[config.mk]
export PLATFORM = sky130hd
export DESIGN_NAME = srb_front
export DESIGN_NICKNAME = d
export VERILOG_FILES = /design/src/rtl/srb_pkg.sv /design/src/rtl/srb_front.sv
export VERILOG_INCLUDE_DIRS = /design/src /design/src/rtl
export SDC_FILE = /design/constraint.sdc
export NUM_CORES = 1
export LEC_CHECK = 0
export ABC_AREA = 0
export BUFFER_PORTS_ARGS = -buffer_cell sky130_fd_sc_hd__buf_2
export CORE_AREA = 5 5 103 105
export DETAILED_ROUTE_END_ITERATION = 8
export DIE_AREA = 0 0 108 110
export SYNTH_ARGS = -nofsm -noshare
export SYNTH_HDL_FRONTEND = slang
export SYNTH_SLANG_ARGS = --single-unit
[constraint.sdc]
create_clock -name clock -period 2.17 [get_ports clock]
set_clock_uncertainty 0.2 [all_clocks]
set_input_delay 0.3255 -clock clock [delete_from_list [all_inputs] [get_ports clock]]
set_output_delay 0.3255 -clock clock [all_outputs]
set_load 0.01 [all_outputs]
[src/rtl/stream_reassembly_buffer_core_assert.svh]
`ifndef STREAM_REASSEMBLY_BUFFER_CORE_ASSERT_SVH
`define STREAM_REASSEMBLY_BUFFER_CORE_ASSERT_SVH
// Assertion macros shared by the block's modules.
`ifndef ASSERT_OFF
`define SRB_ASSERT(label, clk, rst, prop) \
   label: assert property (@(posedge clk) disable iff (rst) (prop)) \
      else $error("assertion failed");
`define SRB_ASSERT_RST(label, clk, prop) \
   label: assert property (@(posedge clk) (prop)) else $error("assertion failed");
`else
`define SRB_ASSERT(label, clk, rst, prop)
`define SRB_ASSERT_RST(label, clk, prop)
`endif
`endif

[src/rtl/srb_pkg.sv]
package srb_pkg;
   localparam logic [1:0] OP_MARK = 2'd0;
   localparam logic [1:0] OP_HEADER = 2'd1;
   localparam logic [1:0] OP_BYTE = 2'd2;
   localparam logic [1:0] OP_READ = 2'd3;
   localparam logic [7:0] SEQ_PAST_BIT = 8'h80;

   typedef struct packed {
      logic [1:0]  opcode;
      logic [7:0]  seq_number;
      logic [15:0] start_offset;
      logic [7:0]  stream_length;
      logic [7:0]  data_byte;
   } item_type;
endpackage

[src/rtl/srb_front.sv]
`include "stream_reassembly_buffer_core_assert.svh"

module srb_front import srb_pkg::*; (
   input  logic     clock,
   input  logic     reset,
   input  logic     push,
   output logic     full,
   input  item_type req_item,
   output logic     q_valid,
   output item_type q_item,
   input  logic     q_take
);
   item_type   buf_ff [2];
   logic [1:0] count_ff, count_in;
   logic       wp_ff, rp_ff;
   logic       do_push;

   assign full = count_ff == 2'd2;
   assign do_push = push && !full;
   assign q_valid = count_ff != 2'd0;
   assign q_item = buf_ff[rp_ff];

   always_comb begin
      count_in = count_ff + {1'b0, do_push} - {1'b0, q_take && q_valid};
   end

   always_ff @(posedge clock) begin
      if (reset) begin
         count_ff <= 2'd0;
         wp_ff <= 1'b0;
         rp_ff <= 1'b0;
      end else begin
         count_ff <= count_in;
         if (do_push) wp_ff <= !wp_ff;
         if (q_take && q_valid) rp_ff <= !rp_ff;
      end
      if (do_push) buf_ff[wp_ff] <= req_item;
   end

   `SRB_ASSERT(a_count_in_range, clock, reset, count_ff != 2'd3)
   `SRB_ASSERT(a_take_only_valid, clock, reset, !q_take || q_valid)
   `SRB_ASSERT_RST(a_queue_empty_after_reset, clock, reset |=> count_ff == 2'd0)
endmodule

==> impl_metrics.ini, run 1 <==
[setup_path]
required_ns = 1.64
crit_type = flip-flop to primary output
crit_path_end_kind = primary output
arrival_ns = 1.54
startpoint_type = flip-flop
worst-r2r-setup-slack_ns = 0.37
crit_path_max_fanout = 19

[drt]
wirelength_mm = 5.87
route.detailed.drc = 0
wire_per_inst_um = 13.4
antenna_left = 0
vias_per_cell = 4.18
drtIter0Drc = 42
vias = 1831
drtPass1Iterations = 3

[pwr]
p_sw_frac = 0.283
power_density_nw_per_um2 = 978
intPower_w = 0.00318
switchingPower_w = 0.00125
peakVddDrop_mv = 0.430
power_w = 0.00443
leakage_nw = 1.71
clock_power_share = 0.236
seqPwrFrac = 0.498
comb_power_share = 0.266

[sta]
rsz0062_at_grt = no
fin_crit_sh = 0.952
timing.final.hold_violations = 0
drv_slew = 0
worst_slew_pin_slew_ns = 0.348
whs_ns = 0.219
slew_headroom = 0.768
finalSetupViolCount = 0
fmax_ghz = 0.484
final.min_clock_period_ns = 2.06
fin_setup_tns_ns = 0

[floorplan]
die-area_um2 = 11900
initial_utilization = 0.341
chipHeight_um = 110
chipWidth_um = 108
rows = 36
io_pins = 90
coreArea_um2 = 9550

[cells_and_area]
fin_nets = 348
layout-drive-gt1-share = 0.518
synthToLayoutAreaGrowth_pct = 39.4
n_antenna_cell = 0
nFillCells = 869
fin_util = 0.475

[clocking]
cts_tree = built
cts_setup_buffers = 0
cts_max_level = 3
numClockSinks = 89
clkLatencyLatePin_ns = 0.34
cts_root_buf = clkbuf_8
clk_pin_slew_ns = 0.09
cts_buffer_depth = 2
numCtsBuffers = 9

[synth]
synth_cells = 157
yosys-top-cells-area = edfxtp_1 (78%), mux2_2 (15%), dfxtp_1 (3.1%)
synth-seq-cells = 89
synth.distinct_cells = 19
synth_nets = 205
post-synth-top-area-fraction = 0.775
syn-cell-area_um2 = 3250
synth_common_cells = edfxtp_1 (84), mux2_2 (42), buf_2 (5), dfxtp_1 (5)
synth_edf_count = 84
synth-main-ff-cell = edfxtp_1
synth_warnings = 0
synthArstFlopShare = 0
synth_most_common_cell = edfxtp_1
synth.avg_cell_area_um2 = 20.7
ys_seq_area_frac = 0.806
yosysTopAreaCell = edfxtp_1

[placement]
port_buffers = 89
dp_hpwl_mm = 3.70
gp_congestion = 0.679

[grt]
grt_max_degree = 43
grt_pass1_vias = 1997
grt_pass1_wl_mm = 9.40
grt_overflow = 0
grt.total_usage = 0.105
antenna_found_initial = 0

[run_status]
status = finished, final reports clean

[job]
max_cap_viol_count = 0

[worst_hold_path]
min_path_type = input port to flip-flop
cells in the final DEF, fill, tap and decap left out, types with 2 or more instances in the layout:
cell,n
buf_12,3
buf_2,89
buf_4,2
clkbuf_8,9
clkinvlp_4,4
dfxtp_1,4
dlygate4sd3_1,43
edfxtp_1,84
ha_1,2
inv_1,2
inv_6,3
mux2_2,42
nor2_1,3
xnor2_1,2
kinds of logic after synthesis:
family / count (synthesis) / synth area share
flops: 89 / 0.806
buf+inv: 9 / 0.0123
xor+xnor: 3 / 0.00808
simple gates: 9 / 0.0154
fa+ha+maj: 2 / 0.00769
compound gates: 3 / 0.00538
mux: 42 / 0.145
flip-flops by register name, summed over array words and instances, names as in the netlist, named ones only:
signal / cells
rp_ff: 1
count_ff: 2
buf_ff: 84
wp_ff: 1
power groups by stage:
stage | clock, W | combinational, W | sequential [W]
2_1_floorplan | 0 | 0.000713 | 0.00221
3_3_place_gp | 0 | 0.00115 | 0.00224
3_5_place_dp | 0 | 0.00115 | 0.00225
4_1_cts | 0.00110 | 0.00122 | 0.00221
5_1_grt | 0.00117 | 0.00130 | 0.00224
6_report | 0.00105 | 0.00118 | 0.00221
stage by stage:
step	area (um2)	std cells	setup slack [ns]
finish	4540	438	0.105
global route	4540	438	0.00445
detailed placement	3920	379	0.372
floorplan	3260	157	0.242
global placement	3920	379	0.400
CTS	4540	438	0.0458
repair_timing:
action,in CTS,in global routing
resized for setup,0,0
hold buffers,43,0
endpoints found under the hold margin,88,0
worst max-delay path: stages (launching register included):
cell and delay, ns:
dfxtp_2 0.49, buf_12 0.21, mux2_2 0.35, buf_2 0.14
path summary, 6_finish.rpt:
| path | startpoint | endpoint | depth (start not counted) |
|---|---|---|---|
| max | flip-flop | q_item[16] | 3 |
| min | push | wp_ff | 4 |
| max reg2reg | count_ff[0] | buf_ff[0][10] | 5 |
| min reg2reg | rp_ff | rp_ff | 2 |
cell type report:
cell class | instances | area, um2 | share of cell area
clock inverters | 7 | 60.1 | 0.0132
repair buffers | 137 | 951 | 0.210
flip-flops and latches | 89 | 2620 | 0.578
inverters | 4 | 18.8 | 0.00414
multi-input cells | 59 | 592 | 0.130
clock buffers | 9 | 124 | 0.0273
well taps | 133 | 166 | 0.0367
layer usage:
layer / vias up / GRT usage / part of all wire
li1: 888 / - / -
met3: 6 / 0.0373 / 0.064
met1: 883 / 0.126 / 0.44
met5: - / 0 / 0
met4: 0 / 0.0352 / 0.010
met2: 54 / 0.177 / 0.49
Power figures use the tool's default switching activity.
==> run 2: changes to the inputs <==
- CORE_AREA: 5 5 103 105 -> 5 5 122 89
- DIE_AREA: 0 0 108 110 -> 0 0 127 94
==> run 2 against run 1 <==
Against the previous run: flip-flop and latch count unchanged; fmax rose by 3.0%; highest routed layer unchanged; final area increased by 1.6%; combinational power barely moved; global-route usage increased by 0.12 points; worst hold slack worse by 0.028 ns; critical path type unchanged.
==> impl_metrics.ini, run 2 (synthesis results as in run 1) <==
[setup_path]
crit_type = flip-flop to primary output
crit_path_max_fanout = 21
crit_path_end_kind = primary output
cpMaxStageDelayCell = mux2_2
arrival_ns = 1.48
startpoint_type = flip-flop
path_cells = buf_4, mux2_2, buf_2
required_ns = 1.64
slowest_delay_ns = 0.40

[grt]
antenna_found_initial = 0
grt.total_usage = 0.106
grt_max_degree = 43
grt_pass1_wl_mm = 9.49
grt_overflow = 0
grt_pass1_vias = 1909

[clocking]
cts_max_level = 3
clk_pin_slew_ns = 0.06
numClockSinks = 89
cts_resized = 0
numCtsBuffers = 9
cts_tree = built
cts_buffer_depth = 2
cts_root_buf = clkbuf_16
clkLatencyLatePin_ns = 0.33

[job]
max_cap_viol_count = 0

[cells_and_area]
nFillCells = 823
fin_nets = 348
layout-drive-gt1-share = 0.515
largest_register = buf_ff
synthToLayoutAreaGrowth_pct = 41.6
multi_input_area_um2 = 592
n_antenna_cell = 0
seqCellArea_um2 = 2620
mostFrequentLayoutCells = buf_2 (89), edfxtp_1 (84), dlygate4sd3_1 (43)
final_common_cell = buf_2
reg_top3 = buf_ff x84, count_ff x2
largest_reg_flops = 84

[pwr]
power_w = 0.00476
power_density_nw_per_um2 = 1030
leakage_nw = 1.74
peakVddDrop_mv = 0.633

[sta]
fin_setup_tns_ns = 0
worst_slew_pin_slew_ns = 0.297
finalSetupViolCount = 0
rsz0062_at_grt = no
fin_crit_sh = 0.924
final.min_clock_period_ns = 2.00
drv_slew = 0
timing.final.hold_violations = 0
fmax_ghz = 0.499
slew_headroom = 0.802

[worst_hold_path]
min_path_type = input port to flip-flop

[run_status]
status = finished, final reports clean

[drt]
route.detailed.drc = 0
vias_per_cell = 4.19
drtIter0Drc = 37
vias = 1813
drtPass1Iterations = 4
wirelength_mm = 5.99
wire_per_inst_um = 13.8
antenna_left = 0

[floorplan]
chipHeight_um = 94
chipWidth_um = 127
initial_utilization = 0.341
die-area_um2 = 11900
rows = 30
io_pins = 90
coreArea_um2 = 9530

[placement]
gp_congestion = 0.679
dp_hpwl_mm = 3.87
port_buffers = 89
[run 2: repair_timing]
item,in CTS,in global routing
hold endpoints to repair,85,0
endpoints found under the setup margin,0,0
buffers inserted,0,0
hold buffers,43,0
[run 2: worst paths after layout]
kind | cells after the start | slack, ns | from | endpoint
max | 3 | 0.17 | flip-flop | q_item[17]
min | 4 | 0.19 | push | wp_ff
min reg2reg | 2 | 0.30 | wp_ff | wp_ff
max reg2reg | 5 | 0.31 | count_ff[0] | buf_ff[0][30]
[run 2: per-layer routing]
metal,vias up,share of wire,track usage
met5,-,0,0
met4,0,0.014,0.0375
met3,12,0.090,0.0523
met2,67,0.44,0.163
met1,846,0.45,0.130
li1,888,-,-
[run 2: power by group]
part / total (W) / switching, W / internal, W
registers: 0.00219 / 0.0000561 / 0.00213
clock network: 0.00138 / 0.000600 / 0.000776
logic: 0.00119 / 0.000597 / 0.000595
total: 0.00476 / 0.00125 / 0.00350
[run 2: critical path: cells and delay by family (launching register included)]
kind	cells	cell delay, ns
buf+inv	2	0.43
flops	1	0.32
mux	1	0.40
[run 2: area by class of cell]
class	instances	share of cell area
clock buffer	10	0.0497
multi-input combinational	59	0.128
tap	128	0.0348
clock inverter	6	0.00978
timing repair buffer	137	0.204
inverter	4	0.00407
sequential	89	0.570
[run 2: stage by stage]
step,hold slack (ns),util,instance area (um2),instances,setup slack [ns]
after detailed placement,0.291,0.409,3900,374,0.312
after global placement,0.281,0.409,3900,374,0.351
after CTS,0.177,0.483,4610,433,0.115
after floorplan,0.195,-,3260,157,0.242
after global routing,0.202,0.483,4610,433,0.0712
final,0.191,0.483,4610,433,0.165
